[config.mk]
export PLATFORM = sky130hd
export DESIGN_NAME = handle_pool_allocator
export DESIGN_NICKNAME = d
export VERILOG_FILES = /design/src/rtl/hpa_pkg.sv /design/src/rtl/handle_pool_allocator.sv
export SDC_FILE = /design/constraint.sdc
export NUM_CORES = 1
export LEC_CHECK = 0
export BUFFER_PORTS_ARGS = -buffer_cell sky130_fd_sc_hd__buf_2
export CORE_UTILIZATION = 53
export DETAILED_ROUTE_END_ITERATION = 10
export GPL_TIMING_DRIVEN = 0
export PLACE_DENSITY = 0.73
export RECOVER_POWER = 50
export SYNTH_ARGS = -nofsm -noshare
export SYNTH_HDL_FRONTEND = slang
export SYNTH_SLANG_ARGS = --single-unit
[constraint.sdc]
create_clock -name clock -period 3.6 [get_ports clock]
set_input_delay 0.36 -clock clock [delete_from_list [all_inputs] [get_ports clock]]
set_output_delay 0.36 -clock clock [all_outputs]
set_load 0.01 [all_outputs]
[src/rtl/hpa_pkg.sv]
// ----------------------------------------------------------------------------
// hpa_pkg
// Shared types, constants and helpers of the generational handle pool.
// ----------------------------------------------------------------------------
`default_nettype none

package hpa_pkg;

   // pool geometry
   localparam int SLOTS  = 12;
   localparam int SLOT_W = $clog2(SLOTS + 1);   // slot number or end-of-chain
   localparam int ADDR_W = $clog2(SLOTS);       // memory index
   localparam int STEP_W = $clog2(SLOTS);       // walk step counter

   typedef logic [SLOT_W-1:0] slot_type;
   typedef logic [ADDR_W-1:0] addr_type;
   typedef logic [STEP_W-1:0] step_type;

   localparam slot_type NIL_SLOT  = slot_type'(SLOTS);
   localparam slot_type LAST_SLOT = slot_type'(SLOTS - 1);
   localparam step_type STEP_LAST = step_type'(SLOTS - 1);

   // generation counts down and wraps to this value instead of reaching zero
   localparam logic [15:0] GEN_WRAP = 16'hFFF1;

   // request kinds
   localparam logic [1:0] KIND_ALLOC  = 2'd0;
   localparam logic [1:0] KIND_FREE   = 2'd1;
   localparam logic [1:0] KIND_OLDEST = 2'd2;
   localparam logic [1:0] KIND_RESET  = 2'd3;

   // link of an entry that was not written since the pool was rebuilt
   function automatic slot_type reset_link(addr_type a);
      slot_type s;
      s = slot_type'(a);
      return (a == '0) ? NIL_SLOT : s - slot_type'(1);
   endfunction

endpackage

`default_nettype wire

[src/rtl/handle_pool_allocator.sv]
// ----------------------------------------------------------------------------
// handle_pool_allocator
// Generational handle pool: free and active lists chained through one link
// memory, stored handles in a second memory, one word per request.
// ----------------------------------------------------------------------------
// Reset pool and a bad slot index are answered straight from idle; allocate
// from the free list first reads its head; freeing or recycling may walk the
// active list one slot per cycle through the single read port of the link
// memory. One request at a time: busy covers it.
// Reset (synchronous) empties the active list, chains every slot on the free
// list and clears the generation; results cannot be stalled by the receiver.
`default_nettype none

module handle_pool_allocator
   import hpa_pkg::*;
(
   input  wire logic        clock,
   input  wire logic        reset,
   input  wire logic        start,
   output logic             busy,
   input  wire logic [1:0]  req_kind,
   input  wire logic [31:0] req_handle,
   output logic             rsp_valid,
   output logic [31:0]      rsp_result_handle,
   output logic             rsp_status,
   output logic             rsp_recycled
);

   typedef enum logic [3:0] {
      ST_IDLE,
      ST_ALLOC_ISS,
      ST_ALLOC_RD,
      ST_OLD_WALK,
      ST_OLD_FIX,
      ST_PUSH,
      ST_FREE_CHK,
      ST_FREE_WALK,
      ST_FREE_FIX
   } state_type;

   // control and list state
   state_type   state_ff, state_in;
   logic [1:0]  op_ff, op_in;
   logic [31:0] hnd_ff, hnd_in;
   slot_type    idx_ff, idx_in;
   slot_type    idx_link_ff, idx_link_in;
   slot_type    cur_ff, cur_in;
   slot_type    prev_ff, prev_in;
   step_type    step_ff, step_in;
   logic        last_ff, last_in;
   logic        recyc_ff, recyc_in;
   slot_type    active_head_ff, active_head_in;
   slot_type    free_head_ff, free_head_in;
   logic [15:0] gen_ff, gen_in;

   // result word
   logic        rsp_valid_ff, rsp_valid_in;
   logic [31:0] rsp_handle_ff, rsp_handle_in;
   logic        rsp_status_ff, rsp_status_in;
   logic        rsp_rec_ff, rsp_rec_in;

   // memory access
   logic        rd_en;
   slot_type    rd_slot;
   logic        lk_we;
   slot_type    lk_wslot;
   slot_type    lk_wd;
   logic        hd_we;
   slot_type    hd_wslot;
   logic [31:0] hd_wd;
   logic        vld_clr;

   slot_type    link_mem [SLOTS];
   logic [31:0] hnd_mem  [SLOTS];
   logic [SLOTS-1:0] lnk_vld_ff;
   logic [SLOTS-1:0] hnd_vld_ff;
   slot_type    lnk_q_ff;
   logic [31:0] hnd_q_ff;
   logic        lvld_q_ff;
   logic        hvld_q_ff;
   addr_type    rd_addr_q_ff;

   slot_type    lk_rd;
   logic [31:0] h_rd;
   logic [15:0] gen_dec;
   logic [15:0] gen_nx;
   logic [31:0] new_handle;

   // unwritten entries read as the rebuilt pool
   assign lk_rd = lvld_q_ff ? lnk_q_ff : reset_link(rd_addr_q_ff);
   assign h_rd  = hvld_q_ff ? hnd_q_ff : 32'd0;

   // next generation and the handle it forms with the free head
   assign gen_dec    = gen_ff - 16'd1;
   assign gen_nx     = (gen_dec == 16'd0) ? GEN_WRAP : gen_dec;
   assign new_handle = {gen_nx, 16'(free_head_ff)};

   assign busy              = (state_ff != ST_IDLE);
   assign rsp_valid         = rsp_valid_ff;
   assign rsp_result_handle = rsp_handle_ff;
   assign rsp_status        = rsp_status_ff;
   assign rsp_recycled      = rsp_rec_ff;

   // sequence one request through the memories
   always_comb begin
      state_in       = state_ff;
      op_in          = op_ff;
      hnd_in         = hnd_ff;
      idx_in         = idx_ff;
      idx_link_in    = idx_link_ff;
      cur_in         = cur_ff;
      prev_in        = prev_ff;
      step_in        = step_ff;
      last_in        = last_ff;
      recyc_in       = recyc_ff;
      active_head_in = active_head_ff;
      free_head_in   = free_head_ff;
      gen_in         = gen_ff;
      rsp_valid_in   = 1'b0;
      rsp_handle_in  = rsp_handle_ff;
      rsp_status_in  = rsp_status_ff;
      rsp_rec_in     = rsp_rec_ff;
      rd_en          = 1'b0;
      rd_slot        = active_head_ff;
      lk_we          = 1'b0;
      lk_wslot       = cur_ff;
      lk_wd          = NIL_SLOT;
      hd_we          = 1'b0;
      hd_wslot       = idx_ff;
      hd_wd          = 32'd0;
      vld_clr        = 1'b0;

      case (state_ff)
         ST_IDLE: begin
            if (start) begin
               op_in    = req_kind;
               hnd_in   = req_handle;
               recyc_in = 1'b0;
               case (req_kind)
                  KIND_ALLOC, KIND_OLDEST: begin
                     if (req_kind == KIND_ALLOC && free_head_ff < NIL_SLOT) begin
                        rd_en    = 1'b1;
                        rd_slot  = free_head_ff;
                        state_in = ST_ALLOC_RD;
                     end else if (active_head_ff < NIL_SLOT) begin
                        // walk to the active tail
                        prev_in  = NIL_SLOT;
                        cur_in   = active_head_ff;
                        step_in  = '0;
                        rd_en    = 1'b1;
                        rd_slot  = active_head_ff;
                        state_in = ST_OLD_WALK;
                     end else begin
                        rsp_valid_in  = 1'b1;
                        rsp_handle_in = 32'd0;
                        rsp_status_in = 1'b1;
                        rsp_rec_in    = 1'b0;
                     end
                  end
                  KIND_FREE: begin
                     if (req_handle[15:0] >= 16'(SLOTS)) begin
                        rsp_valid_in  = 1'b1;
                        rsp_handle_in = 32'd0;
                        rsp_status_in = 1'b1;
                        rsp_rec_in    = 1'b0;
                     end else begin
                        idx_in   = req_handle[SLOT_W-1:0];
                        rd_en    = 1'b1;
                        rd_slot  = req_handle[SLOT_W-1:0];
                        state_in = ST_FREE_CHK;
                     end
                  end
                  default: begin
                     // rebuild the pool; generation is kept
                     vld_clr        = 1'b1;
                     free_head_in   = LAST_SLOT;
                     active_head_in = NIL_SLOT;
                     rsp_valid_in   = 1'b1;
                     rsp_handle_in  = 32'd0;
                     rsp_status_in  = 1'b0;
                     rsp_rec_in     = 1'b0;
                  end
               endcase
            end
         end

         ST_ALLOC_ISS: begin
            rd_en    = 1'b1;
            rd_slot  = free_head_ff;
            state_in = ST_ALLOC_RD;
         end

         ST_ALLOC_RD: begin
            // pop free head, push it at the active head
            free_head_in   = lk_rd;
            gen_in         = gen_nx;
            hd_we          = 1'b1;
            hd_wslot       = free_head_ff;
            hd_wd          = new_handle;
            lk_we          = 1'b1;
            lk_wslot       = free_head_ff;
            lk_wd          = active_head_ff;
            active_head_in = free_head_ff;
            rsp_valid_in   = 1'b1;
            rsp_handle_in  = new_handle;
            rsp_status_in  = 1'b0;
            rsp_rec_in     = recyc_ff;
            state_in       = ST_IDLE;
         end

         ST_OLD_WALK: begin
            if (lk_rd >= NIL_SLOT) begin
               state_in = ST_OLD_FIX;
            end else begin
               prev_in = cur_ff;
               cur_in  = lk_rd;
               if (step_ff == STEP_LAST) begin
                  state_in = ST_OLD_FIX;
               end else begin
                  step_in = step_ff + step_type'(1);
                  rd_en   = 1'b1;
                  rd_slot = lk_rd;
               end
            end
         end

         ST_OLD_FIX: begin
            // unhook the tail from its predecessor
            if (prev_ff >= NIL_SLOT) begin
               active_head_in = NIL_SLOT;
            end else begin
               lk_we    = 1'b1;
               lk_wslot = prev_ff;
               lk_wd    = NIL_SLOT;
            end
            idx_in   = cur_ff;
            state_in = ST_PUSH;
         end

         ST_PUSH: begin
            // return the slot to the free list
            hd_we        = 1'b1;
            hd_wslot     = idx_ff;
            hd_wd        = 32'd0;
            lk_we        = 1'b1;
            lk_wslot     = idx_ff;
            lk_wd        = free_head_ff;
            free_head_in = idx_ff;
            if (op_ff == KIND_ALLOC) begin
               recyc_in = 1'b1;
               state_in = ST_ALLOC_ISS;
            end else begin
               rsp_valid_in  = 1'b1;
               rsp_handle_in = 32'd0;
               rsp_status_in = 1'b0;
               rsp_rec_in    = 1'b0;
               state_in      = ST_IDLE;
            end
         end

         ST_FREE_CHK: begin
            idx_link_in = lk_rd;
            if (h_rd != hnd_ff || (active_head_ff != idx_ff && active_head_ff >= NIL_SLOT))
            begin
               rsp_valid_in  = 1'b1;
               rsp_handle_in = 32'd0;
               rsp_status_in = 1'b1;
               rsp_rec_in    = 1'b0;
               state_in      = ST_IDLE;
            end else if (active_head_ff == idx_ff) begin
               active_head_in = lk_rd;
               state_in       = ST_PUSH;
            end else begin
               // search for the predecessor
               cur_in   = active_head_ff;
               step_in  = '0;
               last_in  = 1'b0;
               rd_en    = 1'b1;
               rd_slot  = active_head_ff;
               state_in = ST_FREE_WALK;
            end
         end

         ST_FREE_WALK: begin
            if (lk_rd == idx_ff) begin
               state_in = ST_FREE_FIX;
            end else if (last_ff || lk_rd >= NIL_SLOT) begin
               rsp_valid_in  = 1'b1;
               rsp_handle_in = 32'd0;
               rsp_status_in = 1'b1;
               rsp_rec_in    = 1'b0;
               state_in      = ST_IDLE;
            end else begin
               cur_in  = lk_rd;
               rd_en   = 1'b1;
               rd_slot = lk_rd;
               if (step_ff == STEP_LAST) begin
                  last_in = 1'b1;
               end else begin
                  step_in = step_ff + step_type'(1);
               end
            end
         end

         ST_FREE_FIX: begin
            // bypass the freed slot
            lk_we    = 1'b1;
            lk_wslot = cur_ff;
            lk_wd    = idx_link_ff;
            state_in = ST_PUSH;
         end

         default: begin
            state_in = ST_IDLE;
         end
      endcase
   end

   // hold state and registered outputs
   always_ff @(posedge clock) begin
      if (reset) begin
         state_ff       <= ST_IDLE;
         active_head_ff <= NIL_SLOT;
         free_head_ff   <= LAST_SLOT;
         gen_ff         <= 16'd0;
         rsp_valid_ff   <= 1'b0;
      end else begin
         state_ff       <= state_in;
         active_head_ff <= active_head_in;
         free_head_ff   <= free_head_in;
         gen_ff         <= gen_in;
         rsp_valid_ff   <= rsp_valid_in;
      end
      op_ff         <= op_in;
      hnd_ff        <= hnd_in;
      idx_ff        <= idx_in;
      idx_link_ff   <= idx_link_in;
      cur_ff        <= cur_in;
      prev_ff       <= prev_in;
      step_ff       <= step_in;
      last_ff       <= last_in;
      recyc_ff      <= recyc_in;
      rsp_handle_ff <= rsp_handle_in;
      rsp_status_ff <= rsp_status_in;
      rsp_rec_ff    <= rsp_rec_in;
   end

   // link and handle memories, registered read
   always_ff @(posedge clock) begin
      if (lk_we) begin
         link_mem[lk_wslot[ADDR_W-1:0]] <= lk_wd;
      end
      if (hd_we) begin
         hnd_mem[hd_wslot[ADDR_W-1:0]] <= hd_wd;
      end
      if (rd_en) begin
         lnk_q_ff     <= link_mem[rd_slot[ADDR_W-1:0]];
         hnd_q_ff     <= hnd_mem[rd_slot[ADDR_W-1:0]];
         rd_addr_q_ff <= rd_slot[ADDR_W-1:0];
      end
   end

   // track written entries; clear on reset and pool rebuild
   always_ff @(posedge clock) begin
      if (reset) begin
         lnk_vld_ff <= '0;
         hnd_vld_ff <= '0;
         lvld_q_ff  <= 1'b0;
         hvld_q_ff  <= 1'b0;
      end else begin
         if (vld_clr) begin
            lnk_vld_ff <= '0;
            hnd_vld_ff <= '0;
         end else begin
            if (lk_we) begin
               lnk_vld_ff[lk_wslot[ADDR_W-1:0]] <= 1'b1;
            end
            if (hd_we) begin
               hnd_vld_ff[hd_wslot[ADDR_W-1:0]] <= 1'b1;
            end
         end
         if (rd_en) begin
            lvld_q_ff <= lnk_vld_ff[rd_slot[ADDR_W-1:0]];
            hvld_q_ff <= hnd_vld_ff[rd_slot[ADDR_W-1:0]];
         end
      end
   end

endmodule

`default_nettype wire

== After elaboration in Yosys (flattened, before gate mapping) ==
Memory sizes are Yosys's and may differ from the RTL's. A register that Yosys moved wholly into a read port is not among the register bits.
Index checks and enable logic that the tools add are counted.

* Register bits after elaboration: 149
* Memory bits (writable): 432
* Bits of input ports: 37
* Output and inout port bits: 36
* Logic and storage cells: 267
* Memories: 2

{| class="wikitable"
|+ Memory list
! name !! words !! bits a word !! read ports !! clocked after memory_dff !! wr ports !! RTL line !! source
|-
| hnd_mem || 12 || 32 || 1 || 1 || 1 || handle_pool_allocator.sv:74 || <nowiki>logic [31:0] hnd_mem [SLOTS];</nowiki>
|-
| link_mem || 12 || 4 || 1 || 1 || 1 || handle_pool_allocator.sv:73 || <nowiki>slot_type link_mem [SLOTS];</nowiki>
|}

* Add/subtract/negate cells: 3
* Magnitude comparators: 11
* Equality and inequality tests: 42
* Muxes and demuxes: 149
* Bitwise gates (word level): 2
* Reductions and logical operators: 36

{| class="wikitable"
|+ Operators by type and width
! cell !! number
|-
| 32-bit two-way mux || 10
|-
| 4-bit two-way mux || 53
|-
| 32-bit case mux with 5 select lines || 1
|-
| 32-bit case mux with 2 select lines || 1
|-
| 4-bit case mux with 4 select lines || 4
|-
| 1-bit two-way mux || 54
|-
| 4-bit case mux with 3 select lines || 3
|-
| 2-bit != test (second input constant) || 17
|-
| 32-bit != test || 1
|-
| 4-bit case mux with 2 select lines || 4
|-
| 4-bit case mux with 7 select lines || 1
|-
| 12-bit bitwise OR || 2
|-
| 6-bit AND reduction || 4
|-
| 1-bit case mux with 5 select lines || 4
|-
| 3-bit != test (second input constant) || 6
|-
| 4-bit by 3-bit equality test with 1-bit output (second input constant) || 4
|-
| 16-bit by 4-bit >= comparator with 1-bit output (second input constant) || 1
|-
| 16-bit zero test || 1
|-
| 16-bit two-way mux || 1
|-
| 16-bit by 1-bit subtractor with 16-bit output (second input constant) || 1
|-
| 4-bit by 5-bit less-than comparator with 1-bit output (second input constant) || 3
|-
| 1-bit case mux with 2 select lines || 7
|-
| 4-bit >= comparator (second input constant) || 3
|-
| 4-bit nonzero test || 3
|-
| 32 further kinds || 54
|}

== Depth between registers and ports, before layout ==
* Word-level depth: 10
* Depth in mapped cells: 16
* Depth with buffers taken out: 14

== Worst setup path before layout ==
Ideal clock, no wire load.

* Path type: flip-flop to flip-flop
* Start: register state_ff[3]
* End: register hnd_q_ff[0] (read register of hnd_mem) (enable)
* Library setup time: 383 ps
* Data arrival time: 3605 ps
* Required time: 3217 ps
* Setup slack: -388 ps
* Cell stages (with the launch flop): 9
* Clock period less this slack: 3988 ps
* Cell sequence: dfxtp_1 clkbuf_1 nor4_1 inv_1 clkbuf_1 nor2_1 o2bb2ai_1 nor3_1 inv_1

* Word-level cells in the longest chain between the ends: 2
* Elaborated cells on any way between the ends: 7
* Classes of those cells: eq/ne: 4; mux: 2; reduce/logical: 1

{| class="wikitable"
|+ RTL lines
! element !! RTL line !! source
|-
| start, declared || handle_pool_allocator.sv:42 || <nowiki>state_type state_ff, state_in;</nowiki>
|-
| start signal, assigned || handle_pool_allocator.sv:328 || <nowiki>state_ff <= state_in;</nowiki>
|-
| 4-bit by 3-bit equality test with 1-bit output, or another cell as far along || handle_pool_allocator.sv:133 || <nowiki>case (state_ff)</nowiki>
|-
| 1-bit case mux with 5 select lines * || handle_pool_allocator.sv:133 ||
|-
| via rd_en || handle_pool_allocator.sv:63 || <nowiki>logic rd_en;</nowiki>
|-
| end, declared || handle_pool_allocator.sv:78 || <nowiki>logic [31:0] hnd_q_ff;</nowiki>
|}

The timed path passes the listed nets; every way through them passes the cells marked *.
A chain may end at the register's enable or synchronous reset.

== Worst setup path in the final report ==
* Start: register rd_addr_q_ff[1]
* End: register lnk_q_ff[3] (read register of link_mem), data pin

* Word-level cells in the longest chain between the ends: 8
* Elaborated cells on any way between the ends: 16
* Classes of those cells: add/sub: 1; order compare: 1; eq/ne: 1; mux: 11; reduce/logical: 2

{| class="wikitable"
|+ RTL lines
! element !! RTL line !! source
|-
| start, declared || handle_pool_allocator.sv:81 || <nowiki>addr_type rd_addr_q_ff;</nowiki>
|-
| start signal, assigned || handle_pool_allocator.sv:359 || <nowiki>rd_addr_q_ff <= rd_slot[ADDR_W-1:0];</nowiki>
|-
| 4-bit by 1-bit subtractor with 4-bit output or 4-bit zero test (tied branches) || hpa_pkg.sv:36 || <nowiki>return (a == '0) ? NIL_SLOT : s - slot_type'(1);</nowiki>
|-
| 4-bit two-way mux * || hpa_pkg.sv:36 ||
|-
| 4-bit two-way mux * || handle_pool_allocator.sv:90 || <nowiki>assign lk_rd = lvld_q_ff ? lnk_q_ff : reset_link(rd_addr_q_ff);</nowiki>
|-
| 4-bit >= comparator || handle_pool_allocator.sv:212, handle_pool_allocator.sv:287 ||
|-
| 1-bit logical OR || handle_pool_allocator.sv:287 || <nowiki>end else if (last_ff || lk_rd >= NIL_SLOT) begin</nowiki>
|-
| 1-bit two-way mux or 4-bit two-way mux (tied branches) || handle_pool_allocator.sv:287 ||
|-
| 1-bit two-way mux or 4-bit two-way mux (tied branches) || handle_pool_allocator.sv:285 || <nowiki>if (lk_rd == idx_ff) begin</nowiki>
|-
| 1-bit case mux with 5 select lines or 4-bit case mux with 4 select lines (tied branches) || handle_pool_allocator.sv:133 ||
|-
| end, declared || handle_pool_allocator.sv:77 || <nowiki>slot_type lnk_q_ff;</nowiki>
|}

Every way passes the cells marked *; elsewhere a longest branch is shown, timed or not.

==> qor.txt <==
Outcome: complete, but fails checks
Failing checks: setup timing
Hpwl dp: 33800 µm
Largest family of logic cells by synthesized area: multiplexers
Initial core utilization: 0.543
Drt first-iter violations: 1511
Clock buffer count from CTS: 46
RSZ-0062 raised after global routing: true
Yosys reg bits: 449
Switching part of the total: 0.390
Max-slew violations: 0
CTS clk-pin slew, worst paths: 0.07 ns
RD Place Congestion: 0.975
PnR worst setup slack: -0.192 ns
Vias in the first global route: 12642
Simple-gate share of the synthesized area: 0.0815
Fill count: 2382
Max Root-Sink Buffers: 3
Slew @ Worst Pin: 1.28 ns
Mapped Cells: 1374
Placeable core area: 0.0359 mm²
Achievable frequency: 264 MHz
Finished Layout Cells: 2090
CP startpoint kind: register
HP Start: req_handle[14]
Synth Cell Area: 0.0195 mm²
TritonRoute pass-1 iters: 7
Cell variety after synth: 82
Switch Pwr: 10.1 mW
Clock Skews: 0.0283 ns
Synth Area in Compound Gates: 0.0905
Register share of total power: 0.290
Tcrit/Tclk final: 1.05
DP Cell Count: 1907
Initial antenna violation count: 1
GRT overflow: 0
Setup WS pre-CTS: -1.14 ns
DRT Wirelength: 57800 µm
Root Driver: clkbuf_16
WL per Instance: 27.6 µm
Top FF cell, synth: edfxtp_1
Worst-Skew Late Latency: 0.57 ns
Clock power frac: 0.178
Combinational Power Share: 0.532
CTS sink cnt: 449
Power per cell area: 1060 mW/mm²
Routed vias: 13259
Fin nets: 1632
Synth warn: 0
Setup crit end kind: register
TritonCTS clock tree: yes
Worst min path class: in -> reg
TNS Setup: -2.74 ns
Std cell rows: 69
ANT nets after route: 0
Reg-to-Reg Start: rd_addr_q_ff[1]
Share of flip-flops with an asynchronous set or reset: 0
Worst rel slew slack: 0.135
Post-synthesis xor/xnor area fraction: 0.0130
First-pass GRT wire length: 79500 µm
IO Pins: 73
Lkg Pwr: 8.28 nW
Hold WS: 0.0622 ns
Die Wd: 194 µm
Final Hold Violating Endpoints: 0
Worst IR Drop VDD: 0.632 mV
Post-synth EDFFs: 394
# DRC: 0
Total Routing Usage GR: 0.288
Crit path from: rd_addr_q_ff[1]
Commonest non-fill, non-tap cells in the layout: 394 x edfxtp_1, 108 x mux2i_1, 78 x nor2_1
Max Cap Viol: 0
PortBufs: 58
Final setup fails: 26
Mux share of post-synthesis cell area: 0.116
Critical path class: reg -> reg
Mean Syn Cell Area: 14.2 µm²
Crit Path Max Fanout: 8
Commonest non-fill, non-tap cell in the layout: edfxtp_1
Vias per Instance: 6.34
Die Height: 194 µm
Tmin final: 3.79 ns
H-tree levels: 2
Largest net degree at the start of global routing: 24
Die area: 0.0376 mm²
Crit path DAT: 4.10 ns
Layout cells sized above 1: 0.276
Synth-to-Final Area Change: 24.2%
Post-synthesis sequential area ratio: 0.663
Internal power: 15.7 mW
Data required, critical path: 3.91 ns
Post-synthesis adder-cell area fraction: 0.00256
Final core occ: 0.675
sequential cells by signal (all words and copies together), names as in the netlist, 12 cells and up:
| name | flops |
|---|---|
| gen_ff | 16 |
| rsp_result_handle | 20 |
| hnd_vld_ff | 12 |
| lnk_vld_ff | 12 |
| link_mem | 48 |
| hnd_mem | 240 |
| hnd_q_ff | 20 |
| hnd_ff | 32 |
kinds of logic (layout without fill, tap and decap cells):
family | after synthesis | count (layout)
DFF | 449 | 449
and+or+nand+nor | 320 | 330
AOI/OAI and AO/OA | 247 | 250
muxes | 192 | 192
buffers and inverters | 132 | 362
xor gates and xnor gates | 29 | 29
adders and majority gates | 4 | 4
other | 1 | 13
metrics by stage:
stage | instance area (µm²) | power (mW)
after global placement | 20400 | 17.1
after detailed placement | 20600 | 17.3
after floorplan | 19600 | 14.4
final | 24200 | 25.8
after global routing | 24200 | 26.7
after CTS | 23100 | 23.0
synthesized netlist by cell type, types with 16 or more instances:
| master | number | area share |
|---|---|---|
| o21ai_0 | 27 | 0.0069 |
| a21oi_1 | 64 | 0.016 |
| nor4_1 | 16 | 0.0051 |
| mux2_2 | 51 | 0.029 |
| edfxtp_1 | 394 | 0.61 |
| mux2i_1 | 118 | 0.061 |
| nor3_1 | 22 | 0.0056 |
| o21a_1 | 28 | 0.011 |
| mux4_2 | 23 | 0.027 |
| buf_4 | 19 | 0.0073 |
| o221ai_1 | 25 | 0.011 |
| inv_1 | 40 | 0.0077 |
| nand2b_1 | 18 | 0.0058 |
| dfxtp_1 | 55 | 0.056 |
| nand2_1 | 73 | 0.014 |
| clkbuf_1 | 51 | 0.0098 |
| nor2_1 | 104 | 0.020 |
worst paths after layout:
check / end / slack [ns] / cells after the start
hold reg to reg: hnd_vld_ff[3] / 0.46 / 1
setup reg to reg: lnk_q_ff[3] / -0.19 / 15
hold / removal: hnd_ff[14] / 0.06 / 1
setup / recovery: lnk_q_ff[3] / -0.19 / 15
worst max-delay path: stages, from the launching register on:
cell and delay [ns]:
edfxtp_1 0.42, inv_1 0.09, ha_2 0.21, or3b_4 0.41, a221oi_4 0.28, o211ai_2 0.18, or2_4 0.30, nor3_4 0.19
or3b_4 0.19, o2bb2ai_4 0.12, buf_12 0.16, buf_12 0.17, buf_8 0.13, mux4_2 0.51, nand2_2 0.09, o221ai_2 0.08
power groups by stage:
stage	combinational (mW)	clock [mW]	sequential, mW
finish	13.7	4.58	7.49
CTS	11.0	4.59	7.41
detailed placement	9.80	0	7.51
floorplan	6.98	0	7.40
global placement	9.59	0	7.51
global route	14.3	4.78	7.52
layout make-up:
type                       count  area [µm²]  share of cell area
antenna                        1        2.50            0.000103
buffer                        84         659              0.0272
clock buffer                  62        1240              0.0513
clock inverter                23         191             0.00790
inverter                      42         169             0.00697
multi-input combinational    817        7060               0.291
sequential                   449       12900               0.534
tap                          461         577              0.0238
timing repair buffer         150        1400              0.0577
timing repair inverter         1        5.00            0.000207
metal layers:
metal / up-vias / global-route usage / wire length [µm] / share of wire
met3: 162 / 0.0718 / 5500 / 0.095
met1: 6603 / 0.383 / 23000 / 0.40
li1: 5747 / - / - / -
met5: - / 0.00511 / 8 / 0.00014
met2: 745 / 0.462 / 26800 / 0.46
met4: 2 / 0.103 / 2400 / 0.042
timing repair:
item                                    CTS  global route
setup buffers                            28            25
hold buffers                             28             0
cloned                                    9            14
endpoints found under the hold margin    28             0
resized for setup                       114           162
pin swaps                                17            51
endpoints found under the setup margin  544           517
No activity file was read; power rests on OpenSTA's default activity.
